--- src/hdl/cpa_pkg.sv ---
// ----------------------------------------------------------------------------
// cpa_pkg
// Shared types and constants of the color page pool allocator.
// ----------------------------------------------------------------------------
`default_nettype none

package cpa_pkg;

  // Color geometry: the color of a frame is its low COLOR_W bits.
  localparam int COLORS    = 64;
  localparam int COLOR_W   = 6;
  localparam int MAX_RUN   = 64;

  // Field widths
  localparam int FRAME_BITS = 20;
  localparam int CMD_W      = 2;
  localparam int CTX_REQ_W  = 6;
  localparam int STATUS_W   = 2;
  localparam int QUOTA_W    = 11;
  localparam int RUN_W      = 7;

  // Default sizes of the storage
  localparam int FRAMES_PER_COLOR = 1024;
  localparam int CONTEXTS         = 64;

  // Configuration port
  localparam int CFG_IDX_W  = 1;
  localparam int CFG_DATA_W = 11;

  localparam logic [QUOTA_W-1:0] QUOTA_RESET = 11'd1024;
  localparam logic [RUN_W-1:0]   RUN_RESET   = 7'd16;

  typedef enum logic [CMD_W-1:0] {
    CMD_DEPOSIT = 2'd0,
    CMD_OPEN    = 2'd1,
    CMD_ALLOC   = 2'd2,
    CMD_NONE    = 2'd3
  } cmd_e;

  typedef enum logic [STATUS_W-1:0] {
    ST_DONE      = 2'd0,
    ST_FULL      = 2'd1,
    ST_OOM       = 2'd2,
    ST_NO_COLORS = 2'd3
  } status_e;

  typedef enum logic [CFG_IDX_W-1:0] {
    CFG_POOL_QUOTA     = 1'd0,
    CFG_COLORS_PER_CTX = 1'd1
  } cfg_idx_e;

  typedef enum logic [2:0] {
    S_IDLE,
    S_DEP_CHK,
    S_ALC_LD,
    S_ALC_CHK,
    S_ALC_POP,
    S_RESP
  } state_e;

  // One context slot: first color, run length and allocation cursor
  typedef struct packed {
    logic [COLOR_W-1:0] first;
    logic [RUN_W-1:0]   count;
    logic [COLOR_W-1:0] cursor;
  } ctx_ent_t;

endpackage

`default_nettype wire

--- src/hdl/cpa_ctx_mem.sv ---
// ----------------------------------------------------------------------------
// cpa_ctx_mem
// Context slot table: first color, run length and cursor of each slot.
// A slot never written reads as all zero (no colors).
// ----------------------------------------------------------------------------
`default_nettype none

module cpa_ctx_mem #(
  parameter int DEPTH = 64,
  parameter int AW    = 6
) (
  input  wire logic              clk_i,
  input  wire logic              rst_ni,
  input  wire logic [AW-1:0]     rd_addr_i,
  output cpa_pkg::ctx_ent_t      rd_data_o,
  input  wire logic              wr_en_i,
  input  wire logic [AW-1:0]     wr_addr_i,
  input  cpa_pkg::ctx_ent_t      wr_data_i
);

  cpa_pkg::ctx_ent_t mem [DEPTH];
  cpa_pkg::ctx_ent_t rd_data_q;
  logic [DEPTH-1:0]  vld_q;
  logic              rd_vld_q;

  always_ff @(posedge clk_i) begin
    if (wr_en_i) begin
      mem[wr_addr_i] <= wr_data_i;
    end
    rd_data_q <= mem[rd_addr_i];
  end

  always_ff @(posedge clk_i or negedge rst_ni) begin
    if (!rst_ni) begin
      vld_q    <= '0;
      rd_vld_q <= 1'b0;
    end else begin
      if (wr_en_i) begin
        vld_q[wr_addr_i] <= 1'b1;
      end
      rd_vld_q <= vld_q[rd_addr_i];
    end
  end

  assign rd_data_o = rd_vld_q ? rd_data_q : '0;

endmodule

`default_nettype wire

--- config.mk ---
export PLATFORM = sky130hd
export DESIGN_NAME = cpa_ctx_mem
export DESIGN_NICKNAME = d
export VERILOG_FILES = /design/src/hdl/cpa_pkg.sv /design/src/hdl/cpa_ctx_mem.sv
export SDC_FILE = /design/constraint.sdc
export NUM_CORES = 1
export LEC_CHECK = 0
export ABC_AREA = 1
export BUFFER_PORTS_ARGS = -buffer_cell sky130_fd_sc_hd__buf_2
export CELL_PAD_IN_SITES_DETAIL_PLACEMENT = 1
export CELL_PAD_IN_SITES_GLOBAL_PLACEMENT = 1
export CORE_MARGIN = 2
export CORE_UTILIZATION = 54
export CTS_BUF_LIST = sky130_fd_sc_hd__clkbuf_2 sky130_fd_sc_hd__clkbuf_4 sky130_fd_sc_hd__clkbuf_8
export DETAILED_ROUTE_END_ITERATION = 7
export PLACE_DENSITY_LB_ADDON = 0.1
export SKIP_CTS_REPAIR_TIMING = 1
export SLEW_MARGIN = 20
export SYNTH_ARGS = -nofsm -noshare
export SYNTH_HDL_FRONTEND = slang
export SYNTH_SLANG_ARGS = --single-unit
export TNS_END_PERCENT = 20
--- constraint.sdc ---
create_clock -name clk_i -period 1.5 [get_ports clk_i]
set_input_delay 0.15 -clock clk_i [delete_from_list [all_inputs] [get_ports clk_i]]
set_output_delay 0.15 -clock clk_i [all_outputs]
set_load 0.05 [all_outputs]
==> flow_summary.json <==
{
  "grt_max_degree": 69,
  "drv_cap": 0,
  "worst_pin_slew_ns": 0.880,
  "timing.hold.ws_ns": 0.00333,
  "r2r_cells": 8,
  "cts_tree": "done",
  "die_w_um": 315,
  "route.detailed.drc": 0,
  "gr-usage-all-layers": 0.349,
  "final-seq-area_mm2": 0.0385,
  "synth.area.mux_share": 0,
  "synth_xor_area_frac": 0,
  "critical_path_class": "register to output pin",
  "crit_chain": "buf_12, buf_8, nand2_1, inv_1, buf_6",
  "die_h_um": 315,
  "power.leakage_nw": 23.9,
  "violations": "setup timing",
  "r2r_start": "mem[4][13]",
  "ant_nets": 0,
  "h-tree-depth": 4,
  "hold_class": "input port to register",
  "p_per_area_mw_per_mm2": 1250,
  "slowest_delay_ns": 0.43,
  "grt_pass1_wl_um": 254000,
  "setup_viol": 19,
  "clk_latency_ns": 0.89,
  "cts-root-buf": "clkbuf_8",
  "synth_fa_ha_area_frac": 0,
  "status": "complete, but fails checks",
  "period_share": 1.36,
  "multi_input_area_mm2": 0.0128,
  "cts_made_buffers": 205,
  "synthTopCellsByArea": "edfxtp_1, nand2_1, nand3_1",
  "place_worst_setup_slack_ns": -0.720,
  "cts.reportedPaths.clkPinSlew_ns": 0.06,
  "antenna_found_initial": 2,
  "drt_iter0_drc": 4277,
  "pin_count": 53,
  "place_congestion": 0.866,
  "synth_cells": 4482,
  "hold_viol_final": 0,
  "yosysUniqueCellTypes": 17,
  "fin_crit_ns": 2.04,
  "yosys-top-cells-count": "nand2_1, edfxtp_1, nand3_1, buf_2, dfrtp_1",
  "ff2ff_setup_slack_ns": 0.03,
  "synth-compound-area-share": 0,
  "path_max_fanout": 7,
  "synth.avg_cell_area_um2": 11.7,
  "clockBufferDepth": 3,
  "wirelength_um": 172000,
  "firstDrtPassIters": 5,
  "clock_sinks": 1300,
  "synth_nets": 4516,
  "ys_seq_area_frac": 0.735,
  "slew_viol_final": 0,
  "p_total_mw": 78.5,
  "grt_remaining_overflow": 0,
  "synth-async-reset-ratio": 0.0500,
  "finalWorstSetupSlack_ns": -0.537,
  "nFillCells": 9578,
  "ys.flop_type": "edfxtp_1",
  "cp.required_ns": 1.35,
  "synth_warnings": 0,
  "synth_top_family_by_area": "simple AND/OR/NAND/NOR gates",
  "grt_pass1_vias": 40300,
  "r2r-end": "rd_data_q[13]",
  "fin_skew_ns": 0.0265,
  "instances_no_fill": 6313,
  "synth_top_area_cell": "edfxtp_1",
  "layout-drive-gt1-share": 0.194,
  "end_kind": "output pin",
  "fp-row-count": 114,
  "area_delta_synth_final_pct": 20.3,
  "vias": 38200,
  "cpMaxStageDelayCell": "dfrtp_2",
  "yosys.area.top_type_share": 0.697,
  "worstPathArrival_ns": 1.89,
  "numPortBuffers": 52,
  "dp_hpwl_um": 105000,
  "slew_headroom": 0.413,
  "start_util": 0.543,
  "viasPerCell": 6.05,
  "place_inst": 5906,
  "crit_end": "rd_data_o[16]",
  "wl_per_cell_um": 27.3,
  "core_area_mm2": 0.0964,
  "ys_ff_latch": 1300,
  "fmax_ghz": 0.491,
  "dieArea_mm2": 0.0995,
  "critPathLaunch": "rd_vld_q",
  "synth_edf_count": 1216,
  "synth.most_common_cell": "nand2_1",
  "post-route-util": 0.654,
  "synthSimpleGateAreaFrac": 0.235,
  "rsz0062_at_grt": "yes",
  "vdd_drop_max_mv": 1.26,
  "syn_area_mm2": 0.0524,
  "critPathLaunchType": "register",
  "nets": 4896
}
## cell families after synthesis
kind of cell / after synthesis
buffers and inverters: 314
DFF: 1300
and+or+nand+nor: 2868
## report_power, final
| group | internal [mW] | switching [mW] |
|---|---|---|
| registers | 40.3 | 0.364 |
| logic | 2.34 | 4.60 |
| clock network | 16.9 | 14.0 |
## cell type report
type | count | area share
well taps | 1276 | 0.0253
multi-input cells | 2868 | 0.203
flip-flops and latches | 1300 | 0.611
clock buffers | 322 | 0.0618
clock inverters | 58 | 0.00548
diodes | 2 | 0.0000794
inverters | 31 | 0.00222
repair buffers | 456 | 0.0911
## cells in the final DEF (no fill, tap or decap)
cell,Yosys,routed
buf_12,0,176
buf_2,185,28
buf_4,36,204
buf_6,0,20
buf_8,0,5
bufinv_16,0,3
clkbuf_16,0,1
clkbuf_4,0,86
clkbuf_8,0,236
clkinv_1,2,27
clkinv_2,0,26
clkinvlp_4,0,4
dfrtp_1,65,64
dfrtp_2,0,1
dfxtp_1,19,19
diode_2,0,2
dlygate4sd3_1,0,22
edfxtp_1,1216,1216
inv_1,25,14
inv_2,4,11
inv_6,0,2
inv_8,0,2
nand2_1,1644,1616
nand2_2,0,24
nand2_4,0,2
nand2_8,0,2
nand3_1,1087,1073
nand3_2,0,12
nand3_4,0,2
nand4_1,4,4
nor2_2,0,52
nor2_4,0,4
nor3_1,5,5
nor4_4,0,8
or2_2,64,64
## critical path: cells and delay by family, from the launching register on
family | cells | cell delay (ns)
buf+inv | 4 | 0.50
flops | 1 | 0.43
simple gates | 1 | 0.08
## registers in the layout, summed over array words and instances, names as in the netlist
name       flops
rd_vld_q       1
vld_q         64
rd_data_q     19
mem         1216
## metal layers
layer | vias up | GRT usage | share of wire
li1 | 16500 | - | -
met1 | 19600 | 0.475 | 0.40
met2 | 1782 | 0.563 | 0.48
met3 | 356 | 0.0597 | 0.082
met4 | 2 | 0.139 | 0.035
met5 | - | 0 | 0.000064
## stage by stage
step | cell area, um^2 | TNS (ns)
2_1_floorplan | 52600 | -668.01
3_3_place_gp | 58200 | -28.32
3_5_place_dp | 58200 | -89.00
4_1_cts | 62400 | -16.72
5_1_grt | 63000 | -10.45
6_report | 63000 | -9.51
## how the worst min path moves through the flow
| stage | start | endpoint | slack, ns | cells after the start |
|---|---|---|---|---|
| floorplan | rst_ni | rd_vld_q | -0.15 | 0 |
| global placement | rst_ni | vld_q[33] | 0.25 | 1 |
| detailed placement | rst_ni | vld_q[33] | 0.25 | 1 |
| CTS | rst_ni | vld_q[33] | -0.74 | 1 |
| global route | wr_data_i[8] | mem[13][8] | 0.0003 | 2 |
| finish | wr_data_i[8] | mem[10][8] | 0.003 | 2 |
No activity file was read; power rests on OpenSTA's default activity.
