===== src/hdl/cpa_pkg.sv =====
// ----------------------------------------------------------------------------
// cpa_pkg
// Shared types and constants of the color page pool allocator.
// ----------------------------------------------------------------------------
`default_nettype none

package cpa_pkg;

  // Color geometry: the color of a frame is its low COLOR_W bits.
  localparam int COLORS    = 64;
  localparam int COLOR_W   = 6;
  localparam int MAX_RUN   = 64;

  // Field widths
  localparam int FRAME_BITS = 20;
  localparam int CMD_W      = 2;
  localparam int CTX_REQ_W  = 6;
  localparam int STATUS_W   = 2;
  localparam int QUOTA_W    = 11;
  localparam int RUN_W      = 7;

  // Default sizes of the storage
  localparam int FRAMES_PER_COLOR = 1024;
  localparam int CONTEXTS         = 64;

  // Configuration port
  localparam int CFG_IDX_W  = 1;
  localparam int CFG_DATA_W = 11;

  localparam logic [QUOTA_W-1:0] QUOTA_RESET = 11'd1024;
  localparam logic [RUN_W-1:0]   RUN_RESET   = 7'd16;

  typedef enum logic [CMD_W-1:0] {
    CMD_DEPOSIT = 2'd0,
    CMD_OPEN    = 2'd1,
    CMD_ALLOC   = 2'd2,
    CMD_NONE    = 2'd3
  } cmd_e;

  typedef enum logic [STATUS_W-1:0] {
    ST_DONE      = 2'd0,
    ST_FULL      = 2'd1,
    ST_OOM       = 2'd2,
    ST_NO_COLORS = 2'd3
  } status_e;

  typedef enum logic [CFG_IDX_W-1:0] {
    CFG_POOL_QUOTA     = 1'd0,
    CFG_COLORS_PER_CTX = 1'd1
  } cfg_idx_e;

  typedef enum logic [2:0] {
    S_IDLE,
    S_DEP_CHK,
    S_ALC_LD,
    S_ALC_CHK,
    S_ALC_POP,
    S_RESP
  } state_e;

  // One context slot: first color, run length and allocation cursor
  typedef struct packed {
    logic [COLOR_W-1:0] first;
    logic [RUN_W-1:0]   count;
    logic [COLOR_W-1:0] cursor;
  } ctx_ent_t;

endpackage

`default_nettype wire


===== src/hdl/cpa_count_mem.sv =====
// ----------------------------------------------------------------------------
// cpa_count_mem
// Per-color fill counts: one write and one registered read per cycle.
// A color never written reads as zero through its valid bit.
// ----------------------------------------------------------------------------
`default_nettype none

module cpa_count_mem #(
  parameter int CNT_W = 11
) (
  input  wire logic                        clk_i,
  input  wire logic                        rst_ni,
  input  wire logic [cpa_pkg::COLOR_W-1:0] rd_addr_i,
  output logic      [CNT_W-1:0]            rd_data_o,
  input  wire logic                        wr_en_i,
  input  wire logic [cpa_pkg::COLOR_W-1:0] wr_addr_i,
  input  wire logic [CNT_W-1:0]            wr_data_i
);

  logic [CNT_W-1:0]            mem [cpa_pkg::COLORS];
  logic [CNT_W-1:0]            rd_data_q;
  logic [cpa_pkg::COLORS-1:0]  vld_q;
  logic                        rd_vld_q;

  always_ff @(posedge clk_i) begin
    if (wr_en_i) begin
      mem[wr_addr_i] <= wr_data_i;
    end
    rd_data_q <= mem[rd_addr_i];
  end

  always_ff @(posedge clk_i or negedge rst_ni) begin
    if (!rst_ni) begin
      vld_q    <= '0;
      rd_vld_q <= 1'b0;
    end else begin
      if (wr_en_i) begin
        vld_q[wr_addr_i] <= 1'b1;
      end
      rd_vld_q <= vld_q[rd_addr_i];
    end
  end

  assign rd_data_o = rd_vld_q ? rd_data_q : '0;

endmodule

`default_nettype wire


===== config.mk =====
export PLATFORM = sky130hd
export DESIGN_NAME = cpa_count_mem
export DESIGN_NICKNAME = d
export VERILOG_FILES = /design/src/hdl/cpa_pkg.sv /design/src/hdl/cpa_count_mem.sv
export SDC_FILE = /design/constraint.sdc
export NUM_CORES = 1
export LEC_CHECK = 0
export BUFFER_PORTS_ARGS = -buffer_cell sky130_fd_sc_hd__buf_4
export CORE_MARGIN = 3
export CORE_UTILIZATION = 56
export DETAILED_ROUTE_END_ITERATION = 10
export PLACE_DENSITY_LB_ADDON = 0.05
export SETUP_SLACK_MARGIN = 0.2
export SYNTH_ARGS = -nofsm -noshare
export SYNTH_HDL_FRONTEND = slang
export SYNTH_SLANG_ARGS = --single-unit

===== constraint.sdc =====
create_clock -name clk_i -period 1.6 [get_ports clk_i]
set_input_delay 0.08 -clock clk_i [delete_from_list [all_inputs] [get_ports clk_i]]
set_output_delay 0.08 -clock clk_i [all_outputs]
set_load 0.01 [all_outputs]

==> results of run 1 <==
layout make-up:
cell class              count  area (um2)  share of cell area, %
well taps                 688         861                   2.31
clock inverters            18         143                  0.383
inverters                   3        11.3                 0.0303
diodes                      1        2.50                0.00673
flip-flops and latches    780       23000                   61.8
multi-input cells         599        7450                   20.0
repair buffers            294        3450                   9.27
clock buffers             123        2300                   6.19
metrics by stage:
stage	worst slack [ns]	hold slack, ns	power (mW)	util [%]
finish	-0.282	0.0332	43.8	70.4
CTS	-0.310	0.00315	44.1	70.3
global placement	-0.851	0.104	26.5	64.9
global route	-0.333	0.0165	45.2	70.4
detailed placement	-0.802	0.121	26.6	64.9
floorplan	-0.126	-0.216	25.0	-
state kept, by name, summed over array words and instances (netlist names):
signal / cells
mem: 704
rd_data_q: 11
rd_vld_q: 1
vld_q: 64
power by group through the flow:
stage	Clock [mW]	Sequential [mW]	Combinational (mW)
2_1_floorplan	0	23.2	1.73
3_3_place_gp	0	23.3	3.22
3_5_place_dp	0	23.3	3.27
4_1_cts	17.7	22.9	3.48
5_1_grt	18.6	22.9	3.68
6_report	17.4	22.9	3.48
layer usage:
metal  global-route usage, %  part of all wire [%]
met1                    39.2                    41
met2                    41.5                    47
met3                    7.63                   9.0
met4                    7.73                   2.3
met5                       0                     0
critical path, cell delays in order, from the launching register on:
cell	delay, ns
edfxtp_1	0.36
mux4_2	0.47
mux4_2	0.53
o211a_1	0.25
a31o_1	0.18
layout by cell type (no fill, tap or decap), drive strengths merged, types with 11 or more instances in the layout:
cell         Yosys  layout
edfxtp         704     704
buf             48     280
mux4           176     176
clkbuf          29     124
mux2i           75      75
nor2            71      71
or2             66      66
dfrtp           65      65
nand2           54      54
a221oi          18      18
clkinv           1      16
nor2b           15      15
and2            14      14
dlygate4sd3      0      13
dfxtp           11      11
a22oi           11      11
a211oi          11      11
repair_timing:
action | 4_1_cts | 5_1_grt
pin swaps | 12 | 2
resized for setup | 64 | 4
endpoints found under the hold margin | 244 | 0
setup buffers | 3 | 0
endpoints found under the setup margin | 23 | 23
hold buffers | 13 | 0
final timing paths:
path / slack, ns / end / cells past startpoint
worst min register to register: 0.46 / vld_q[50]$_DFFE_PN0P_ / 1
worst min-delay path: 0.03 / mem[58][10]$_DFFE_PP_ / 3
worst max-delay path: -0.28 / rd_data_q[3]$_DFF_P_ / 4
worst max register to register: -0.28 / rd_data_q[3]$_DFF_P_ / 4
min in group asynchronous: 0.06 / vld_q[52]$_DFFE_PN0P_ / 2
max in group asynchronous: 0.93 / vld_q[2]$_DFFE_PN0P_ / 3
cell families (layout without fill, tap and decap cells):
kind of cell,count (synthesis),in the layout,synth area share [%]
buf+inv,80,438,1.45
flops,780,780,76.2
other cells,0,1,0
mux,254,254,15.8
simple gates,247,247,4.07
compound gates,98,98,2.49
==> run metrics, run 1 <==
Max Clk Rate=531 MHz; most common cell in the netlist=edfxtp_1; Least-Margin Pin Slew=0.851 ns; startpoint types=register; power density cells=1180 nW/um2; core area=52900 um2; Clock transition at path regs=0.06 ns; Slew headroom=43.2%; RSZ-0062 raised after global routing=true; non-filler instance count after layout=2506; Worst Skew=0.0272 ns; post-synthesis instance area=30200 um2; Max-Cap Viols=0; Cell Rows=84; VDD IR max=1070 uV; GRT overflow=0; Synth Instances=1459; worst setup path startpoint=mem[38][3]$_DFFE_PP_; arrival time at the worst endpoint=2.39 ns; worst setup margin=-0.282 ns; drt first pass iters=5; Die Area=56700 um2; routed wire length=74.1 mm; IO Port Bufs=36; Top FF cell, synth=edfxtp_1; Critical Path Fanout Max=1; Crit Path Class=reg -> reg; DRC violations left=0; hold path start=wr_addr_i[5]; Routed Antenna Nets=0; largest area contributor in the netlist=edfxtp_1; register area share after synthesis=76.2%; fin area=37200 um2; setup TNS=-0.978 ns; Post-DP Area=34300 um2; internal power=34.5 mW; status=finished with violations; reg2reg start=mem[38][3]$_DFFE_PP_; fin crit share=118%; P_sw=9.28 mW; final hold viol count=0; Num CTS Buffers=78; die width=238 um; Crit path required time=2.11 ns; Die Span Y=238 um; Sink Count=780; Post-synth EDFFs=704; clk buf depth=3; H-tree Lvls=3; fill count=3262; Final Max Slew Viols=0; largest cells by area after synthesis=edfxtp_1, mux4_2, dfrtp_1; final setup violation count=9; Avg WL per Cell=29.6 um; violated checks=negative setup slack; Root Buffer=clkbuf_16; Tmin final=1.88 ns; Clk pwr share=39.8%; share of cells above drive strength 1=41.6%; Yosys warning count=0; Hold Crit Class=in -> reg; largest net degree at the start of global routing=65; Leakage=12.7 nW; Synth top area share=70.1%; Post-Syn Nets=1485; GPL Wtd Cong=0.892; DR vias/cell=6.20; Unique masters post-synth=42; first-pass GRT wire length=110 mm; GRT Total Usage=27.1%; initial cell density of the core=57.0%; DP Cell Count=2348; fin nets=1782; Vias=15500; commonest cells in the netlist=edfxtp_1, mux4_2, mux2i_1; DP Wirelength=47.7 mm; syn avg cell area=20.7 um2; flops & latches, synth=780; sw frac=21.2%; 1st-iter DRT viols=1535; worst skew pair latency=0.61 ns; Async SR Flop Fraction=8.33%; area grow syn2layout=23.4%; CTS tree=done; io pins=37; Gate power share=7.9%; CP Capture Type=register; initial antenna violation count=1; vias in the first global route=16000; Flop pwr share=52.3%
Note: power is estimated with default switching activity, not from simulation.
==> run 2: changes to the inputs <==
Settings changed: CAP_MARGIN set to 15, CORE_UTILIZATION 56 to 50.
==> run 2 against run 1 <==
The flow still finishes with violations (negative setup slack). Sequential share of layout area hardly changed. Count of clock-buffer cells in the layout is 14 lower. Critical endpoint unchanged. Sequential power about the same. Largest cell class unchanged. Via count is 1.9% lower. Flip-flop and latch count is the same. Largest power group unchanged. Die area rose by 12%. Total power rose by 1.0%. Utilization decreased by 7.7 points. Maximum frequency fell by 1.8%.
==> run metrics, run 2 (synthesis results as in run 1) <==
status=finished with violations; violated checks=negative setup slack; max incr delay on CP=0.51 ns; die width=252 um; first-pass GRT wire length=112 mm; Routed Antenna Nets=0; clk buf depth=3; Worst Skew=0.0233 ns; worst path bufs/invs=0; worst skew pair latency=0.64 ns; Final Max Slew Viols=0; Root Buffer=clkbuf_16; fin nets=1754; power density cells=1190 nW/um2; VDD IR max=1100 uV; DP Cell Count=2405; Least-Margin Pin Slew=0.858 ns; drt first pass iters=5; Sink Count=780; CP most frequent cell=mux4_2; Clock transition at path regs=0.06 ns; final setup violation count=12; Critical Path Fanout Max=1; fin area=37200 um2; WHS=0.0241 ns; Largest Register=mem; most frequent cells in the layout=edfxtp_1, mux4_2, buf_4; arrival time at the worst endpoint=2.43 ns; largest net degree at the start of global routing=65; Met3 Routed Length=4.42 mm; Die Span Y=252 um; Crit path required time=2.12 ns; worst setup margin=-0.316 ns; initial cell density of the core=50.8%; Top Family by Delay on Critical Path=multiplexers; setup TNS=-1.70 ns; Max-Cap Viols=0; DP Wirelength=48.9 mm; vias in the first global route=15800; Crit Path Class=reg -> reg; GPL Wtd Cong=0.816; area grow syn2layout=23.3%; startpoint types=register; non-filler instance count after layout=2569; io pins=37; Pwr Total=44.3 mW; CTS tree=done; DR vias/cell=5.93; routed wire length=75.8 mm; CP Capture Type=register; initial antenna violation count=1; Max Clk Rate=522 MHz; H-tree Lvls=3; Die Area=63300 um2; Vias=15200; Final Core Density=62.6%; Leakage=12.6 nW; pre-CTS WS=-0.759 ns; RSZ-0062 raised after global routing=true; share of cells above drive strength 1=40.7%; Cell Rows=89; Worst path slowest cell=mux4_2; 1st-iter DRT viols=1409; core area=59400 um2; final hold viol count=0; Hold Crit Class=in -> reg; Routed met2 length=37.6 mm; Slew headroom=42.7%; most common cell after layout, fill and taps aside=edfxtp_1; IO Port Bufs=36; crit-path cells=mux4_2 > mux4_2 > o211a_1 > a31o_1; Tmin final=1.92 ns; Largest regs=mem (704), vld_q (64), rd_data_q (11); DRC violations left=0; WL met1=31.8 mm; Post-DP Area=34200 um2; fin crit share=120%; GRT Total Usage=24.8%; Avg WL per Cell=29.5 um; uppermost routed layer=met4; Num CTS Buffers=79; GRT overflow=0; number of flip-flops in the largest register=704
==> run 2: final cells by class <==
cell class | count | area, um2
Sequential cell | 780 | 23000
Fill cell | 4130 | 22200
Multi-Input combinational cell | 599 | 7410
Timing Repair Buffer | 265 | 3240
Clock buffer | 109 | 2180
Tap cell | 773 | 967
Clock inverter | 39 | 383
Inverter | 3 | 11.3
Antenna cell | 1 | 2.50
==> run 2: path summary, 6_finish.rpt <==
| kind | startpoint | endpoint | slack, ns | depth (start not counted) |
|---|---|---|---|---|
| worst max-delay path | mem[39][3]$_DFFE_PP_ | rd_data_q[3]$_DFF_P_ | -0.32 | 4 |
| worst min register to register | vld_q[59]$_DFFE_PN0P_ | vld_q[59]$_DFFE_PN0P_ | 0.46 | 1 |
| min in group asynchronous | rst_ni | vld_q[48]$_DFFE_PN0P_ | 0.03 | 2 |
| worst max register to register | mem[39][3]$_DFFE_PP_ | rd_data_q[3]$_DFF_P_ | -0.32 | 4 |
| worst min-delay path | wr_data_i[4] | mem[35][4]$_DFFE_PP_ | 0.02 | 1 |
| max in group asynchronous | rst_ni | vld_q[18]$_DFFE_PN0P_ | 0.99 | 3 |
==> run 2: what timing repair did <==
| action | CTS | global route |
|---|---|---|
| hold buffers | 12 | 0 |
| buffers inserted | 3 | 0 |
| endpoints found under the hold margin | 364 | 0 |
| pin swaps | 4 | 1 |
| setup endpoints to repair | 23 | 23 |
| gates resized for setup | 50 | 4 |
==> run 2: power breakdown <==
| part | total (mW) | switching, mW | internal [mW] |
|---|---|---|---|
| registers | 22.9 | 0.227 | 22.7 |
| clock network | 18.0 | 7.60 | 10.4 |
| logic | 3.32 | 1.74 | 1.58 |
==> run 2: metal layers <==
metal | vias up | global-route usage (%)
li1 | 6532 | -
met1 | 8136 | 35.1
met2 | 465 | 40.1
met3 | 108 | 4.66
met4 | 0 | 7.09
met5 | - | 0
