==> src/hdl/cpa_pkg.sv <==
// ----------------------------------------------------------------------------
// cpa_pkg
// Shared types and constants of the color page pool allocator.
// ----------------------------------------------------------------------------
`default_nettype none

package cpa_pkg;

  // Color geometry: the color of a frame is its low COLOR_W bits.
  localparam int COLORS    = 64;
  localparam int COLOR_W   = 6;
  localparam int MAX_RUN   = 64;

  // Field widths
  localparam int FRAME_BITS = 20;
  localparam int CMD_W      = 2;
  localparam int CTX_REQ_W  = 6;
  localparam int STATUS_W   = 2;
  localparam int QUOTA_W    = 11;
  localparam int RUN_W      = 7;

  // Default sizes of the storage
  localparam int FRAMES_PER_COLOR = 1024;
  localparam int CONTEXTS         = 64;

  // Configuration port
  localparam int CFG_IDX_W  = 1;
  localparam int CFG_DATA_W = 11;

  localparam logic [QUOTA_W-1:0] QUOTA_RESET = 11'd1024;
  localparam logic [RUN_W-1:0]   RUN_RESET   = 7'd16;

  typedef enum logic [CMD_W-1:0] {
    CMD_DEPOSIT = 2'd0,
    CMD_OPEN    = 2'd1,
    CMD_ALLOC   = 2'd2,
    CMD_NONE    = 2'd3
  } cmd_e;

  typedef enum logic [STATUS_W-1:0] {
    ST_DONE      = 2'd0,
    ST_FULL      = 2'd1,
    ST_OOM       = 2'd2,
    ST_NO_COLORS = 2'd3
  } status_e;

  typedef enum logic [CFG_IDX_W-1:0] {
    CFG_POOL_QUOTA     = 1'd0,
    CFG_COLORS_PER_CTX = 1'd1
  } cfg_idx_e;

  typedef enum logic [2:0] {
    S_IDLE,
    S_DEP_CHK,
    S_ALC_LD,
    S_ALC_CHK,
    S_ALC_POP,
    S_RESP
  } state_e;

  // One context slot: first color, run length and allocation cursor
  typedef struct packed {
    logic [COLOR_W-1:0] first;
    logic [RUN_W-1:0]   count;
    logic [COLOR_W-1:0] cursor;
  } ctx_ent_t;

endpackage

`default_nettype wire

==> src/hdl/cpa_req_if.sv <==
// ----------------------------------------------------------------------------
// cpa_req_if
// Command channel of the allocator: deposit, open context, allocate.
// ----------------------------------------------------------------------------
`default_nettype none

interface cpa_req_if;
  logic                            valid;
  logic                            ready;
  logic [cpa_pkg::CMD_W-1:0]       cmd;
  logic [cpa_pkg::FRAME_BITS-1:0]  frame;
  logic [cpa_pkg::CTX_REQ_W-1:0]   context_req;

  modport source (output valid, output cmd, output frame, output context_req, input ready);
  modport sink   (input valid, input cmd, input frame, input context_req, output ready);
endinterface

`default_nettype wire

==> src/hdl/cpa_rsp_if.sv <==
// ----------------------------------------------------------------------------
// cpa_rsp_if
// Result channel of the allocator: one item per command.
// ----------------------------------------------------------------------------
`default_nettype none

interface cpa_rsp_if;
  logic                            valid;
  logic                            ready;
  logic [cpa_pkg::STATUS_W-1:0]    status;
  logic [cpa_pkg::FRAME_BITS-1:0]  out_frame;
  logic [cpa_pkg::COLOR_W-1:0]     out_color;

  modport source (output valid, output status, output out_frame, output out_color, input ready);
  modport sink   (input valid, input status, input out_frame, input out_color, output ready);
endinterface

`default_nettype wire

==> src/hdl/cpa_cfg_if.sv <==
// ----------------------------------------------------------------------------
// cpa_cfg_if
// Register write channel of the allocator.
// ----------------------------------------------------------------------------
`default_nettype none

interface cpa_cfg_if;
  logic                             valid;
  logic                             ready;
  logic [cpa_pkg::CFG_IDX_W-1:0]    idx;
  logic [cpa_pkg::CFG_DATA_W-1:0]   data;

  modport source (output valid, output idx, output data, input ready);
  modport sink   (input valid, input idx, input data, output ready);
endinterface

`default_nettype wire

==> src/hdl/cpa_seq.sv <==
// ----------------------------------------------------------------------------
// cpa_seq
// Command sequencer: walks one command through the count, context and
// frame memories, one color try per cycle, and holds the result item.
// ----------------------------------------------------------------------------
`default_nettype none

module cpa_seq #(
  parameter int FRAMES_PER_COLOR = cpa_pkg::FRAMES_PER_COLOR,
  parameter int CONTEXTS         = cpa_pkg::CONTEXTS,
  parameter int CNT_W            = 11,
  parameter int IDX_W            = 10,
  parameter int CTX_AW           = 6
) (
  input  wire logic                              clk_i,
  input  wire logic                              rst_ni,
  cpa_req_if.sink                                req,
  cpa_rsp_if.source                              rsp,
  cpa_cfg_if.sink                                cfg,
  // fill counts
  output logic      [cpa_pkg::COLOR_W-1:0]       cnt_rd_addr_o,
  input  wire logic [CNT_W-1:0]                  cnt_rd_data_i,
  output logic                                   cnt_wr_en_o,
  output logic      [cpa_pkg::COLOR_W-1:0]       cnt_wr_addr_o,
  output logic      [CNT_W-1:0]                  cnt_wr_data_o,
  // context slots
  output logic      [CTX_AW-1:0]                 ctx_rd_addr_o,
  input  cpa_pkg::ctx_ent_t                      ctx_rd_data_i,
  output logic                                   ctx_wr_en_o,
  output logic      [CTX_AW-1:0]                 ctx_wr_addr_o,
  output cpa_pkg::ctx_ent_t                      ctx_wr_data_o,
  // frame stacks
  output logic      [cpa_pkg::COLOR_W+IDX_W-1:0] frm_rd_addr_o,
  input  wire logic [cpa_pkg::FRAME_BITS-1:0]    frm_rd_data_i,
  output logic                                   frm_wr_en_o,
  output logic      [cpa_pkg::COLOR_W+IDX_W-1:0] frm_wr_addr_o,
  output logic      [cpa_pkg::FRAME_BITS-1:0]    frm_wr_data_o
);

  localparam int QW = (CNT_W > cpa_pkg::QUOTA_W) ? CNT_W : cpa_pkg::QUOTA_W;

  cpa_pkg::state_e                  state_q, state_d;
  logic [cpa_pkg::FRAME_BITS-1:0]   frame_q, frame_d;
  logic [CTX_AW-1:0]                ctx_q, ctx_d;
  logic [cpa_pkg::COLOR_W-1:0]      color_q, color_d;
  logic [cpa_pkg::COLOR_W-1:0]      first_q, first_d;
  logic [cpa_pkg::RUN_W-1:0]        count_q, count_d;
  logic [cpa_pkg::COLOR_W-1:0]      cursor_q, cursor_d;
  logic [cpa_pkg::RUN_W-1:0]        tries_q, tries_d;
  logic [cpa_pkg::COLOR_W-1:0]      next_start_q, next_start_d;
  logic [cpa_pkg::QUOTA_W-1:0]      quota_q;
  logic [cpa_pkg::RUN_W-1:0]        run_q;

  cpa_pkg::status_e                 res_status_q, res_status_d;
  logic [cpa_pkg::FRAME_BITS-1:0]   res_frame_q, res_frame_d;
  logic [cpa_pkg::COLOR_W-1:0]      res_color_q, res_color_d;

  logic                             out_valid_q, out_valid_d;
  cpa_pkg::status_e                 out_status_q, out_status_d;
  logic [cpa_pkg::FRAME_BITS-1:0]   out_frame_q, out_frame_d;
  logic [cpa_pkg::COLOR_W-1:0]      out_color_q, out_color_d;

  logic                             ctx_ok;
  logic [cpa_pkg::RUN_W-1:0]        run_sat;
  logic                             full;
  logic [cpa_pkg::COLOR_W-1:0]      step;
  logic [cpa_pkg::RUN_W-1:0]        tries_inc;
  logic [CNT_W-1:0]                 cnt_dec;

  assign req.ready = (state_q == cpa_pkg::S_IDLE);
  assign cfg.ready = 1'b1;

  assign ctx_ok  = (32'(req.context_req) < CONTEXTS);
  assign run_sat = (run_q > cpa_pkg::RUN_W'(cpa_pkg::MAX_RUN)) ?
                   cpa_pkg::RUN_W'(cpa_pkg::MAX_RUN) : run_q;

  // The quota in effect is the smaller of pool_quota and the stack size
  assign full = (QW'(cnt_rd_data_i) >= QW'(quota_q)) ||
                (cnt_rd_data_i == CNT_W'(FRAMES_PER_COLOR));

  // Cursor advance, wrapping at the run length
  assign step      = (cpa_pkg::RUN_W'(cursor_q) + 1'b1 == count_q) ?
                     '0 : cursor_q + 1'b1;
  assign tries_inc = tries_q + 1'b1;
  assign cnt_dec   = cnt_rd_data_i - 1'b1;

  always_comb begin
    state_d       = state_q;
    frame_d       = frame_q;
    ctx_d         = ctx_q;
    color_d       = color_q;
    first_d       = first_q;
    count_d       = count_q;
    cursor_d      = cursor_q;
    tries_d       = tries_q;
    next_start_d  = next_start_q;
    res_status_d  = res_status_q;
    res_frame_d   = res_frame_q;
    res_color_d   = res_color_q;

    out_valid_d   = out_valid_q & ~rsp.ready;
    out_status_d  = out_status_q;
    out_frame_d   = out_frame_q;
    out_color_d   = out_color_q;

    cnt_rd_addr_o = color_q;
    cnt_wr_en_o   = 1'b0;
    cnt_wr_addr_o = color_q;
    cnt_wr_data_o = cnt_rd_data_i;
    ctx_rd_addr_o = ctx_q;
    ctx_wr_en_o   = 1'b0;
    ctx_wr_addr_o = ctx_q;
    ctx_wr_data_o = '{first: first_q, count: count_q, cursor: step};
    frm_rd_addr_o = {color_q, IDX_W'(cnt_dec)};
    frm_wr_en_o   = 1'b0;
    frm_wr_addr_o = {color_q, IDX_W'(cnt_rd_data_i)};
    frm_wr_data_o = frame_q;

    unique case (state_q)
      cpa_pkg::S_IDLE: begin
        if (req.valid) begin
          frame_d     = req.frame;
          ctx_d       = CTX_AW'(req.context_req);
          color_d     = req.frame[cpa_pkg::COLOR_W-1:0];
          res_frame_d = '0;
          res_color_d = '0;
          unique case (cpa_pkg::cmd_e'(req.cmd))
            cpa_pkg::CMD_DEPOSIT: begin
              cnt_rd_addr_o = req.frame[cpa_pkg::COLOR_W-1:0];
              state_d       = cpa_pkg::S_DEP_CHK;
            end
            cpa_pkg::CMD_OPEN: begin
              if (ctx_ok) begin
                ctx_wr_en_o   = 1'b1;
                ctx_wr_addr_o = CTX_AW'(req.context_req);
                ctx_wr_data_o = '{first: next_start_q, count: run_sat, cursor: '0};
                next_start_d  = next_start_q + run_sat[cpa_pkg::COLOR_W-1:0];
                res_status_d  = cpa_pkg::ST_DONE;
                res_color_d   = next_start_q;
              end else begin
                res_status_d  = cpa_pkg::ST_NO_COLORS;
              end
              state_d = cpa_pkg::S_RESP;
            end
            cpa_pkg::CMD_ALLOC: begin
              if (ctx_ok) begin
                ctx_rd_addr_o = CTX_AW'(req.context_req);
                state_d       = cpa_pkg::S_ALC_LD;
              end else begin
                res_status_d  = cpa_pkg::ST_NO_COLORS;
                state_d       = cpa_pkg::S_RESP;
              end
            end
            cpa_pkg::CMD_NONE: begin
              res_status_d = cpa_pkg::ST_DONE;
              state_d      = cpa_pkg::S_RESP;
            end
            default: begin
              state_d = cpa_pkg::S_IDLE;
            end
          endcase
        end
      end

      cpa_pkg::S_DEP_CHK: begin
        res_color_d = color_q;
        if (full) begin
          res_status_d = cpa_pkg::ST_FULL;
        end else begin
          frm_wr_en_o   = 1'b1;
          cnt_wr_en_o   = 1'b1;
          cnt_wr_data_o = cnt_rd_data_i + 1'b1;
          res_status_d  = cpa_pkg::ST_DONE;
        end
        state_d = cpa_pkg::S_RESP;
      end

      cpa_pkg::S_ALC_LD: begin
        first_d  = ctx_rd_data_i.first;
        count_d  = ctx_rd_data_i.count;
        cursor_d = ctx_rd_data_i.cursor;
        tries_d  = '0;
        if (ctx_rd_data_i.count == '0) begin
          res_status_d = cpa_pkg::ST_NO_COLORS;
          state_d      = cpa_pkg::S_RESP;
        end else begin
          color_d       = ctx_rd_data_i.first + ctx_rd_data_i.cursor;
          cnt_rd_addr_o = ctx_rd_data_i.first + ctx_rd_data_i.cursor;
          state_d       = cpa_pkg::S_ALC_CHK;
        end
      end

      // One color try per cycle; the read for the next color goes out here
      cpa_pkg::S_ALC_CHK: begin
        cursor_d = step;
        if (cnt_rd_data_i != '0) begin
          cnt_wr_en_o   = 1'b1;
          cnt_wr_data_o = cnt_dec;
          ctx_wr_en_o   = 1'b1;
          state_d       = cpa_pkg::S_ALC_POP;
        end else if (tries_inc == count_q) begin
          // full turn: cursor is back at its start
          ctx_wr_en_o  = 1'b1;
          res_status_d = cpa_pkg::ST_OOM;
          state_d      = cpa_pkg::S_RESP;
        end else begin
          tries_d       = tries_inc;
          color_d       = first_q + step;
          cnt_rd_addr_o = first_q + step;
        end
      end

      cpa_pkg::S_ALC_POP: begin
        res_status_d = cpa_pkg::ST_DONE;
        res_frame_d  = frm_rd_data_i;
        res_color_d  = color_q;
        state_d      = cpa_pkg::S_RESP;
      end

      cpa_pkg::S_RESP: begin
        // hold until the output register is free
        if (!out_valid_q || rsp.ready) begin
          out_valid_d  = 1'b1;
          out_status_d = res_status_q;
          out_frame_d  = res_frame_q;
          out_color_d  = res_color_q;
          state_d      = cpa_pkg::S_IDLE;
        end
      end

      default: begin
        state_d = cpa_pkg::S_IDLE;
      end
    endcase
  end

  always_ff @(posedge clk_i or negedge rst_ni) begin
    if (!rst_ni) begin
      state_q      <= cpa_pkg::S_IDLE;
      out_valid_q  <= 1'b0;
      next_start_q <= '0;
      quota_q      <= cpa_pkg::QUOTA_RESET;
      run_q        <= cpa_pkg::RUN_RESET;
    end else begin
      state_q      <= state_d;
      out_valid_q  <= out_valid_d;
      next_start_q <= next_start_d;
      if (cfg.valid) begin
        unique case (cpa_pkg::cfg_idx_e'(cfg.idx))
          cpa_pkg::CFG_POOL_QUOTA:     quota_q <= cfg.data[cpa_pkg::QUOTA_W-1:0];
          cpa_pkg::CFG_COLORS_PER_CTX: run_q   <= cfg.data[cpa_pkg::RUN_W-1:0];
          default:                     quota_q <= quota_q;
        endcase
      end
    end
  end

  always_ff @(posedge clk_i) begin
    frame_q      <= frame_d;
    ctx_q        <= ctx_d;
    color_q      <= color_d;
    first_q      <= first_d;
    count_q      <= count_d;
    cursor_q     <= cursor_d;
    tries_q      <= tries_d;
    res_status_q <= res_status_d;
    res_frame_q  <= res_frame_d;
    res_color_q  <= res_color_d;
    out_status_q <= out_status_d;
    out_frame_q  <= out_frame_d;
    out_color_q  <= out_color_d;
  end

  assign rsp.valid     = out_valid_q;
  assign rsp.status    = out_status_q;
  assign rsp.out_frame = out_frame_q;
  assign rsp.out_color = out_color_q;

endmodule

`default_nettype wire

==> src/flat_wrapper.sv <==
// flat-port wrapper written by rule: the top's interface ports become plain ports
module cpa_seq_flat 
#(
  parameter int FRAMES_PER_COLOR = cpa_pkg::FRAMES_PER_COLOR,
  parameter int CONTEXTS         = cpa_pkg::CONTEXTS,
  parameter int CNT_W            = 11,
  parameter int IDX_W            = 10,
  parameter int CTX_AW           = 6
)
  (clk_i, rst_ni, cnt_rd_addr_o, cnt_rd_data_i, cnt_wr_en_o, cnt_wr_addr_o, cnt_wr_data_o, ctx_rd_addr_o, ctx_rd_data_i, ctx_wr_en_o, ctx_wr_addr_o, ctx_wr_data_o, frm_rd_addr_o, frm_rd_data_i, frm_wr_en_o, frm_wr_addr_o, frm_wr_data_o, req_valid, req_cmd, req_frame, req_context_req, req_ready, rsp_valid, rsp_status, rsp_out_frame, rsp_out_color, rsp_ready, cfg_valid, cfg_idx, cfg_data, cfg_ready);
  cpa_req_if req_i ();
  cpa_rsp_if rsp_i ();
  cpa_cfg_if cfg_i ();
  input  wire logic clk_i;
  input  wire logic rst_ni;
  output logic      [cpa_pkg::COLOR_W-1:0] cnt_rd_addr_o;
  input  wire logic [CNT_W-1:0] cnt_rd_data_i;
  output logic cnt_wr_en_o;
  output logic      [cpa_pkg::COLOR_W-1:0] cnt_wr_addr_o;
  output logic      [CNT_W-1:0] cnt_wr_data_o;
  output logic      [CTX_AW-1:0] ctx_rd_addr_o;
  input  cpa_pkg::ctx_ent_t ctx_rd_data_i;
  output logic ctx_wr_en_o;
  output logic      [CTX_AW-1:0] ctx_wr_addr_o;
  output cpa_pkg::ctx_ent_t ctx_wr_data_o;
  output logic      [cpa_pkg::COLOR_W+IDX_W-1:0] frm_rd_addr_o;
  input  wire logic [cpa_pkg::FRAME_BITS-1:0] frm_rd_data_i;
  output logic frm_wr_en_o;
  output logic      [cpa_pkg::COLOR_W+IDX_W-1:0] frm_wr_addr_o;
  output logic      [cpa_pkg::FRAME_BITS-1:0] frm_wr_data_o;
  input wire logic [$bits(req_i.valid)-1:0] req_valid;
  input wire logic [$bits(req_i.cmd)-1:0] req_cmd;
  input wire logic [$bits(req_i.frame)-1:0] req_frame;
  input wire logic [$bits(req_i.context_req)-1:0] req_context_req;
  output wire logic [$bits(req_i.ready)-1:0] req_ready;
  output wire logic [$bits(rsp_i.valid)-1:0] rsp_valid;
  output wire logic [$bits(rsp_i.status)-1:0] rsp_status;
  output wire logic [$bits(rsp_i.out_frame)-1:0] rsp_out_frame;
  output wire logic [$bits(rsp_i.out_color)-1:0] rsp_out_color;
  input wire logic [$bits(rsp_i.ready)-1:0] rsp_ready;
  input wire logic [$bits(cfg_i.valid)-1:0] cfg_valid;
  input wire logic [$bits(cfg_i.idx)-1:0] cfg_idx;
  input wire logic [$bits(cfg_i.data)-1:0] cfg_data;
  output wire logic [$bits(cfg_i.ready)-1:0] cfg_ready;
  assign req_i.valid = req_valid;
  assign req_i.cmd = req_cmd;
  assign req_i.frame = req_frame;
  assign req_i.context_req = req_context_req;
  assign req_ready = req_i.ready;
  assign rsp_valid = rsp_i.valid;
  assign rsp_status = rsp_i.status;
  assign rsp_out_frame = rsp_i.out_frame;
  assign rsp_out_color = rsp_i.out_color;
  assign rsp_i.ready = rsp_ready;
  assign cfg_i.valid = cfg_valid;
  assign cfg_i.idx = cfg_idx;
  assign cfg_i.data = cfg_data;
  assign cfg_ready = cfg_i.ready;
  cpa_seq #(.FRAMES_PER_COLOR(FRAMES_PER_COLOR), .CONTEXTS(CONTEXTS), .CNT_W(CNT_W), .IDX_W(IDX_W), .CTX_AW(CTX_AW)) u_core (.clk_i(clk_i), .rst_ni(rst_ni), .req(req_i), .rsp(rsp_i), .cfg(cfg_i), .cnt_rd_addr_o(cnt_rd_addr_o), .cnt_rd_data_i(cnt_rd_data_i), .cnt_wr_en_o(cnt_wr_en_o), .cnt_wr_addr_o(cnt_wr_addr_o), .cnt_wr_data_o(cnt_wr_data_o), .ctx_rd_addr_o(ctx_rd_addr_o), .ctx_rd_data_i(ctx_rd_data_i), .ctx_wr_en_o(ctx_wr_en_o), .ctx_wr_addr_o(ctx_wr_addr_o), .ctx_wr_data_o(ctx_wr_data_o), .frm_rd_addr_o(frm_rd_addr_o), .frm_rd_data_i(frm_rd_data_i), .frm_wr_en_o(frm_wr_en_o), .frm_wr_addr_o(frm_wr_addr_o), .frm_wr_data_o(frm_wr_data_o));
endmodule
==> config.mk <==
export PLATFORM = sky130hd
export DESIGN_NAME = cpa_seq_flat
export DESIGN_NICKNAME = d
export VERILOG_FILES = /design/src/hdl/cpa_pkg.sv /design/src/hdl/cpa_req_if.sv /design/src/hdl/cpa_rsp_if.sv /design/src/hdl/cpa_cfg_if.sv /design/src/hdl/cpa_seq.sv /design/src/flat_wrapper.sv
export SDC_FILE = /design/constraint.sdc
export NUM_CORES = 1
export LEC_CHECK = 0
export BUFFER_PORTS_ARGS = -buffer_cell sky130_fd_sc_hd__buf_4
export CORE_MARGIN = 10
export CORE_UTILIZATION = 45
export CTS_CLUSTER_SIZE = 12
export DETAILED_ROUTE_END_ITERATION = 10
export PLACE_DENSITY = 0.74
export SYNTH_ARGS = -nofsm -noshare
export SYNTH_HDL_FRONTEND = slang
export SYNTH_SLANG_ARGS = --single-unit
==> constraint.sdc <==
create_clock -name clk_i -period 9.9 [get_ports clk_i]
set_input_delay 0 -clock clk_i [delete_from_list [all_inputs] [get_ports clk_i]]
set_output_delay 0 -clock clk_i [all_outputs]
set_load 0.01 [all_outputs]
==> results.yml, run 1 <==
outcome:
  status: "complete, no violations"
timing:
  drv_slew: 0
  maxSlewHeadroom_pct: 35.6
  tightest_slew_ns: 0.961
  holdWs_ns: 0.0226
  fmax_ghz: 0.213
  skew_ns: 0.00895
  setup_tns_ns: 0
  fin_crit_ns: 4.70
  min_period_over_period_pct: 47.5
  rsz0062_at_grt: "no"
  hold_viol: 0
  setup_violations: 0
route:
  routed-via-count: 6490
  remaining_drc_errors: 0
  drt_pass1_iterations: 6
  ant_nets: 0
  wl_um: 23700
  wire_per_inst_um: 19.3
  drt_iter0_drc: 458
  viasPerCell: 5.30
clock_tree:
  cts_resized: 0
  clkLatencyLatePin_ns: 0.42
  cts.clk_slew.worst_paths_ns: 0.06
  tritoncts: "done"
  clock-sinks: 142
  cts_buffer_depth: 2
  h-tree-depth: 4
  clockRootBuffer: "clkbuf_16"
  numCtsBuffers: 17
finish:
  syn_to_final_growth_pct: 39.7
  final_nets: 1112
  final_layout_size_suffix_gt1_share_pct: 32.2
  final_area_mm2: 0.0110
pwr:
  p_leak_nw: 4.65
  power_density_mw_per_mm2: 203
  irDropWorstVdd_v: 0.000135
global_routing:
  grt_use_total_pct: 20.0
  grt.overflow.total: 0
  grt_pass1_vias: 6738
  grt_max_degree: 30
  grt_pass1_wl_um: 37200
  antenna_found_initial: 1
placement:
  portBuffers: 233
  detailed_place_hpwl_um: 17800
  placed_area_mm2: 0.00962
  routabilityCongestion: 0.871
floorplanning:
  die_w_um: 152
  die_area_mm2: 0.0231
  coreArea_mm2: 0.0172
  die_y_um: 152
  num_rows: 48
  start_util_pct: 45.7
  io_pins: 235
synthesis:
  synth_warnings: 0
  ys_top_cells_by_count: "edfxtp_1, nand2_1, nor2_1, o21ai_0, mux2_2"
  synthFlopType: "edfxtp_1"
  synth_largest_area_cell: "edfxtp_1"
  netlist_instances: 707
  syn_avg_cell_area_um2: 11.1
  synthArstFlopShare_pct: 19.7
  synthMostInstantiatedCell: "edfxtp_1"
  syn-cell-area_mm2: 0.00785
  synth-seq-cells: 142
  syn_nets: 835
  yosysSeqAreaShare_pct: 52.5
  yosysTopAreaCellShare_pct: 43.6
  synth_edf_count: 114
  synth_cell_types: 66
  synthTopCellsByArea: "edfxtp_1, dfrtp_1, mux2_2"
min_path:
  min_path_type: "in2reg"
critical_path:
  worstPathArrival_ns: 4.70
  worstPathRequired_ns: 9.90
  end_kind: "output port"
  crit_fanout: 11
  crit_type: "reg2out"
  critical_path.startpoint_type: "flop"
flow_run:
  max_cap_viol_count: 0
stage by stage:
| stage | power (mW) | setup slack, ns | utilization [%] | cells |
|---|---|---|---|---|
| 2_1_floorplan | 1.30 | 5.89 | - | 707 |
| 3_3_place_gp | 1.59 | 5.77 | 56.0 | 1111 |
| 3_5_place_dp | 1.61 | 5.68 | 56.0 | 1111 |
| 4_1_cts | 2.24 | 5.21 | 63.8 | 1222 |
| 5_1_grt | 2.34 | 4.95 | 63.8 | 1223 |
| 6_report | 2.22 | 5.20 | 63.8 | 1224 |
report_power, final:
group	switching [mW]	leakage, nW	internal [mW]	total, mW
Clock	0.272	0.263	0.329	0.601
Sequential	0.0884	1.41	0.858	0.947
Combinational	0.371	2.97	0.305	0.676
Total	0.731	4.65	1.49	2.22
flip-flops by register name (all words and copies together) (netlist names), 7 cells and up:
| signal | cells |
|---|---|
| u_core.res_frame_q | 20 |
| u_core.frm_wr_data_o | 20 |
| u_core.count_q | 7 |
| u_core.tries_q | 7 |
| u_core.rsp.out_frame | 20 |
| u_core.quota_q | 11 |
| u_core.run_q | 7 |
layer usage:
| metal | wire length [µm] | global-route usage, % | vias up |
|---|---|---|---|
| met5 | 0 | 0 | - |
| met4 | 365 | 5.41 | 0 |
| li1 | - | - | 3076 |
| met3 | 1560 | 5.48 | 26 |
| met1 | 9870 | 23.9 | 3120 |
| met2 | 11900 | 34.6 | 268 |
critical path, stage by stage (launching register included):
cell and delay, ns:
edfxtp_1 0.48, ha_1 0.31, xnor2_1 0.33, xnor2_1 0.16, a2111oi_4 0.35, and3_2 0.35
nor2_1 0.11, ha_1 0.29, a21o_1 0.12, a21oi_1 0.11, or4b_2 0.61, o2111ai_1 0.13
xnor2_1 0.16, nor2_1 0.07, or4_1 0.53, buf_4 0.17
layout make-up:
| type | count | area, µm² |
|---|---|---|
| clock inverters | 15 | 126 |
| flip-flops and latches | 142 | 4130 |
| well taps | 225 | 282 |
| multi-input cells | 477 | 3320 |
| inverters | 30 | 113 |
| fillers | 1390 | 6210 |
| repair buffers | 316 | 2570 |
| clock buffers | 17 | 425 |
| diodes | 2 | 5.00 |
what timing repair did:
| action | CTS | global route |
|---|---|---|
| hold endpoints to repair | 119 | 0 |
| setup endpoints to repair | 0 | 0 |
| hold buffers | 79 | 0 |
| buffers inserted | 0 | 0 |
logic make-up after synthesis:
| group | synth area share (%) |
|---|---|
| simple gates | 14.4 |
| flops | 52.5 |
| compound gates | 10.8 |
| buf+inv | 5.34 |
| xor+xnor | 5.96 |
| mux | 5.39 |
| fa+ha+maj | 5.54 |
| other cells | 0.0478 |
layout by cell type (no fill, tap or decap), types with 27 or more instances in the layout:
cell,count
buf_4,237
edfxtp_1,114
dlygate4sd3_1,79
nand2_1,74
nor2_1,47
o21ai_0,43
mux2_2,34
inv_1,30
ha_1,30
xnor2_1,27
worst paths after layout:
| path | from | to | slack, ns | cells past startpoint |
|---|---|---|---|---|
| max | u_core.cursor_q[0] | cnt_rd_addr_o[5] | 5.20 | 15 |
| min | req_cmd[0] | u_core.state_q[1] | 0.02 | 4 |
| max reg2reg | u_core.cursor_q[0] | u_core.cnt_wr_addr_o[5] | 5.93 | 14 |
| min reg2reg | u_core.res_frame_q[15] | u_core.rsp.out_frame[15] | 0.42 | 0 |
| max in group asynchronous | rst_ni | u_core.quota_q[10] | 9.49 | 2 |
| min in group asynchronous | rst_ni | u_core.quota_q[0] | 0.06 | 2 |
No activity file was read; power rests on OpenSTA's default activity.
==> inputs of run 2 (changes only) <==
==> constraint.sdc (replaced) <==
create_clock -name clk_i -period 4.7 [get_ports clk_i]
set_input_delay 0 -clock clk_i [delete_from_list [all_inputs] [get_ports clk_i]]
set_output_delay 0 -clock clk_i [all_outputs]
set_load 0.01 [all_outputs]
==> run 2 against run 1 <==
Net effect:
- die area stayed put
- clock power is 120% higher
- first-iteration DRC count is 18% lower
- sequential share of layout area is 0.32 points lower
- via count hardly changed
- wire length is 0.26% higher
- clock skew is 0.0030 ns higher
- sequential power is 110% higher
- non-clock buffer count is 6 higher
- global-route usage is 0.10 points higher
- critical path type unchanged
- largest power group unchanged
==> results.yml, run 2 (synthesis results as in run 1) <==
critical_path:
  worstPathArrival_ns: 4.57
  reg2reg_to: "u_core.cnt_wr_addr_o[5]"
  slowest_delay_ns: 0.64
  worstReg2RegStart: "u_core.cursor_q[0]"
  crit_family: "simple AND/OR/NAND/NOR gates"
  worst_r2r_path_depth: 14
  worstPathRequired_ns: 4.70
  crit_type: "reg2out"
  end_kind: "output port"
  cp_num_buf_inv: 1
  rrSetupSlack_ns: 0.84
  crit_chain: "ha_2, and3_2, xnor2_2, a2111oi_4, and3_4, nor2_1, ha_1, a21o_1, a21oi_1, or4b_2, o2111ai_1, xnor2_1, nor2_1, or4_1, buf_4"
  crit_slowest_cell: "or4b_2"
  crit_fanout: 8
  crit_path_frequent_cell: "nor2_1"
  critical_path.startpoint_type: "flop"
floorplanning:
  die_area_mm2: 0.0231
  coreArea_mm2: 0.0172
  io_pins: 235
  start_util_pct: 45.7
  num_rows: 48
  die_y_um: 152
  die_w_um: 152
finish:
  syn_to_final_growth_pct: 40.9
  regArea_mm2: 0.00413
  final_cell_mix: "buf_4, edfxtp_1, dlygate4sd3_1, nand2_1, nor2_1"
  fillCellCount: 1359
  final_area_mm2: 0.0111
  final_nets: 1118
  final_common_cell: "buf_4"
  final_layout_size_suffix_gt1_share_pct: 32.7
  multi_input_area_mm2: 0.00333
  post-route-util_pct: 64.4
pwr:
  power_frac_clock_pct: 28.0
  power_density_mw_per_mm2: 430
  p_int_mw: 3.24
  p_total_mw: 4.75
  power.switching_mw: 1.51
  irDropWorstVdd_v: 0.000264
  p_comb_share_pct: 30.2
  p_leak_nw: 4.70
  seqPwrFrac_pct: 41.8
  sw_frac_of_total_pct: 31.8
timing:
  drv_slew: 0
  tightest_slew_ns: 0.988
  setup_tns_ns: 0
  setup_violations: 0
  hold_viol: 0
  holdWs_ns: 0.0554
  fmax_ghz: 0.219
  maxSlewHeadroom_pct: 33.8
  skew_ns: 0.0119
  fin_crit_ns: 4.57
  min_period_over_period_pct: 97.3
clock_tree:
  cts.clk_slew.worst_paths_ns: 0.06
  clkLatencyLatePin_ns: 0.43
  cts_buffer_depth: 2
  numCtsBuffers: 17
  h-tree-depth: 4
  clock-sinks: 142
  tritoncts: "done"
  clockRootBuffer: "clkbuf_16"
global_routing:
  grt_pass1_vias: 6740
  grt.overflow.total: 0
  grt_pass1_wl_um: 37300
  antenna_found_initial: 3
  grt_max_degree: 30
  grt_use_total_pct: 20.1
placement:
  routabilityCongestion: 0.879
  portBuffers: 233
  placed_area_mm2: 0.00963
  detailed_place_hpwl_um: 17900
route:
  viasPerCell: 5.28
  ant_nets: 0
  drt_pass1_iterations: 7
  routed-via-count: 6495
  wl_um: 23700
  remaining_drc_errors: 0
  drt_iter0_drc: 377
  wire_per_inst_um: 19.3
min_path:
  min_path_type: "in2async"
flow_run:
  max_cap_viol_count: 0
outcome:
  status: "complete, no violations"
run 2: changes by cell type in the layout (fill, tap and decap cells not counted), moves of 2 or more:
cell / before / now
buf_4: 237 / 243
inv_8: 3 / 0
bufinv_16: 0 / 2
clkinv_4: 0 / 4
inv_6: 6 / 4
run 2: final cells by class:
class	count	area share (%)
multi-input cells	477	30.1
well taps	225	2.55
clock inverters	14	1.43
inverters	30	1.02
flip-flops and latches	142	37.3
clock buffers	18	3.88
repair buffers	322	23.6
diodes	2	0.0452
run 2: routing by layer:
metal | vias to the layer above | global-route usage, % | share of wire, %
met5 | - | 0 | 0.029
li1 | 3090 | - | -
met4 | 2 | 5.18 | 1.4
met2 | 262 | 34.7 | 51
met3 | 23 | 6.01 | 6.7
met1 | 3118 | 23.9 | 41
run 2: power by group through the flow:
stage	clock, mW	combinational (mW)	sequential [mW]
finish	1.33	1.43	1.99
global route	1.42	1.58	2.02
CTS	1.35	1.45	1.99
detailed placement	0	1.39	2.01
global placement	0	1.36	2.00
floorplan	0	0.737	2.00
run 2: per-stage QoR:
| step | std cells | worst slack [ns] |
|---|---|---|
| 2_1_floorplan | 707 | 0.694 |
| 3_3_place_gp | 1112 | 0.565 |
| 3_5_place_dp | 1112 | 0.451 |
| 4_1_cts | 1223 | 0.0278 |
| 5_1_grt | 1230 | -0.0109 |
| 6_report | 1230 | 0.128 |
run 2: timing repair:
action,CTS,global route
endpoints found under the hold margin,119,0
pin swaps,0,1
setup endpoints to repair,1,1
gates cloned,0,0
gates resized for setup,2,1
setup buffers,0,5
hold buffers,79,0
run 2: worst max-delay path by stage:
stage               depth (start not counted)  slack, ns          endpoint          startpoint
floorplan                                  15       0.69  cnt_rd_addr_o[5]  u_core.cursor_q[0]
global route                               15      -0.01  cnt_rd_addr_o[5]  u_core.cursor_q[0]
detailed placement                         15       0.45  cnt_rd_addr_o[5]  u_core.cursor_q[0]
CTS                                        15       0.03  cnt_rd_addr_o[5]  u_core.cursor_q[0]
global placement                           15       0.56  cnt_rd_addr_o[5]  u_core.cursor_q[0]
finish                                     15       0.13  cnt_rd_addr_o[5]  u_core.cursor_q[0]
==> inputs of run 3 (changes only) <==
--- a/config.mk
+++ b/config.mk
@@ -5,7 +5,9 @@
 export SDC_FILE = /design/constraint.sdc
 export NUM_CORES = 1
 export LEC_CHECK = 0
+export ABC_AREA = 1
 export BUFFER_PORTS_ARGS = -buffer_cell sky130_fd_sc_hd__buf_4
+export CORE_ASPECT_RATIO = 0.75
 export CORE_MARGIN = 10
 export CORE_UTILIZATION = 45
 export CTS_CLUSTER_SIZE = 12
==> run 3 against run 2 <==
Net effect:
- wire length increased by 12%
- critical path depth increased by 4
- final cell count increased by 19%
- final area increased by 1.6%
- combinational power increased by 30%
- count of clock-buffer cells in the layout unchanged
- largest power group unchanged
- core utilization decreased by 0.36 points
- largest cell class unchanged
- fmax increased by 29%
- global-route usage increased by 1.7 points
- setup slack improved by 1.0 ns
- sequential share of layout area decreased by 0.59 points
==> results.yml, run 3 <==
placement:
  detailed_place_hpwl_um: 19700
  placed_cells: 1351
  routabilityCongestion: 0.917
  portBuffers: 233
  pre_cts_ws_ns: 1.63
  placed_area_mm2: 0.00983
synthesis:
  synthFlopType: "edfxtp_1"
  synth_warnings: 0
  synth-seq-cells: 142
  yosysTopAreaCellShare_pct: 42.8
  syn_nets: 1041
  yosysSeqAreaShare_pct: 51.6
  syn-cell-area_mm2: 0.00799
  syn_avg_cell_area_um2: 8.76
  synth_edf_count: 114
  netlist_instances: 913
  synthArstFlopShare_pct: 19.7
  ys_top_cells_by_count: "nand2_1, inv_1, edfxtp_1, nor2_1, o21ai_0"
  synth_cell_types: 45
  synthMostInstantiatedCell: "nand2_1"
  synth_largest_area_cell: "edfxtp_1"
  synthTopCellsByArea: "edfxtp_1, nand2_1, dfrtp_1"
clock_tree:
  clock-sinks: 142
  numCtsBuffers: 17
  holdBufCountCts: 79
  clkLatencyLatePin_ns: 0.43
  post-cts-setup-buffer-count: 0
  tritoncts: "done"
  cts.clk_slew.worst_paths_ns: 0.06
  h-tree-depth: 4
  clockRootBuffer: "clkbuf_16"
  cts_buffer_depth: 2
  cts_resized: 0
finish:
  final_common_cell: "buf_4"
  syn_to_final_growth_pct: 40.6
  instances_no_fill: 1465
  final_nets: 1335
  final_layout_size_suffix_gt1_share_pct: 24.5
  post-route-util_pct: 64.0
  final_area_mm2: 0.0112
  final_cell_mix: "buf_4, nand2_1, inv_1, edfxtp_1, nor2_1"
  fillCellCount: 1472
floorplanning:
  start_util_pct: 45.5
  io_pins: 235
  num_rows: 42
  die_area_mm2: 0.0236
  die_y_um: 135
  coreArea_mm2: 0.0176
  die_w_um: 174
critical_path:
  worstReg2RegStart: "u_core.cursor_q[0]"
  critical_path.startpoint_type: "flop"
  crit_type: "reg2out"
  worstPathRequired_ns: 4.70
  critPathLaunch: "u_core.cursor_q[0]"
  crit_fanout: 5
  worstPathArrival_ns: 3.55
  end_kind: "output port"
timing:
  drv_slew: 0
  fin_crit_ns: 3.55
  setup_tns_ns: 0
  hold_viol: 0
  fmax_ghz: 0.282
  min_period_over_period_pct: 75.5
  skew_ns: 0.00844
  maxSlewHeadroom_pct: 21.5
  setup_violations: 0
  tightest_slew_ns: 1.16
  setup_ws_ns: 1.15
  rsz0062_at_grt: "no"
route:
  wire_per_inst_um: 18.2
  remaining_drc_errors: 0
  viasPerCell: 5.12
  wl_um: 26600
  drt_pass1_iterations: 6
  routed-via-count: 7505
  drt_iter0_drc: 787
  ant_nets: 0
pwr:
  irDropWorstVdd_v: 0.000255
  power_density_mw_per_mm2: 472
  p_leak_nw: 5.33
min_path:
  min_path_type: "in2async"
global_routing:
  grt_pass1_vias: 7173
  grt.overflow.total: 0
  antenna_found_initial: 3
  grt_pass1_wl_um: 40300
  grt_use_total_pct: 21.8
  grt_max_degree: 33
outcome:
  status: "complete, no violations"
flow_run:
  max_cap_viol_count: 0
-- run 3: changes by cell type in the layout (fill, tap and decap cells not counted), sizes merged, moves of 9 or more --
| cell | before | now |
|---|---|---|
| nand2 | 74 | 205 |
| a21oi | 25 | 35 |
| nor2 | 48 | 92 |
| o21ai | 43 | 69 |
| nor2b | 11 | 0 |
| nand2b | 15 | 0 |
| nand4 | 7 | 16 |
| xnor2 | 28 | 3 |
| mux2 | 34 | 0 |
| inv | 34 | 156 |
| nand3 | 14 | 63 |
| and2 | 23 | 0 |
-- run 3: report_power, final --
| part | total (mW) | internal (mW) | leakage (nW) | switching [mW] |
|---|---|---|---|---|
| Sequential | 2.04 | 1.86 | 1.41 | 0.179 |
| Clock | 1.40 | 0.844 | 0.290 | 0.560 |
| Combinational | 1.86 | 0.737 | 3.63 | 1.12 |
-- run 3: worst paths after layout --
kind,endpoint,slack [ns],cells past startpoint
max,cnt_rd_addr_o[3],1.15,19
min,u_core.quota_q[3],0.02,2
max reg2reg,u_core.cnt_wr_addr_o[3],1.49,18
min reg2reg,u_core.rsp.out_frame[3],0.42,0
max in group asynchronous,u_core.quota_q[10],4.37,2
min in group clk_i,u_core.state_q[2],0.05,5
-- run 3: cell type report --
cell class,instances,area [µm²],share of cell area (%)
multi-input cells,580,3060,27.2
clock inverters,14,179,1.59
repair buffers,316,2570,22.9
well taps,242,303,2.69
clock buffers,18,429,3.82
diodes,3,7.51,0.0668
flip-flops and latches,142,4130,36.7
inverters,150,566,5.03
-- run 3: through the flow --
step | power [mW] | hold slack [ns]
3_5_place_dp | 3.84 | -0.0597
6_report | 5.31 | 0.0205
5_1_grt | 5.57 | 0.0682
4_1_cts | 5.31 | 0.0224
2_1_floorplan | 2.97 | -0.296
3_3_place_gp | 3.80 | -0.0595
-- run 3: critical path, cell delays in order, from the launching register on --
cell      delay, ns
edfxtp_1       0.45
ha_1           0.26
nand2_1        0.14
inv_1          0.05
nand2_1        0.08
nand2_1        0.08
nand2_1        0.06
nand2_1        0.05
nor2_1         0.09
nand3_1        0.16
inv_2          0.14
nor2_1         0.08
ha_1           0.36
a21o_1         0.20
a31oi_1        0.21
xor2_1         0.23
nand3_1        0.11
nand3_1        0.11
nand4_1        0.08
buf_4          0.17
-- run 3: routing by layer --
layer  share of wire (%)  routed length, µm  global-route usage, %
met5                   0                  0                      0
met4                 1.5                409                   5.87
met3                 7.7               2040                   5.24
met2                  48              12800                   35.3
met1                  43              11400                   28.8
-- run 3: cell families (layout without fill, tap and decap cells) --
logic type | after synthesis | count (layout) | share of synthesized area [%]
buf+inv | 191 | 498 | 10.2
flops | 142 | 142 | 51.6
simple gates | 393 | 393 | 21.1
xor+xnor | 22 | 22 | 2.41
fa+ha+maj | 33 | 33 | 5.45
compound gates | 131 | 131 | 9.11
other cells | 1 | 4 | 0.0469
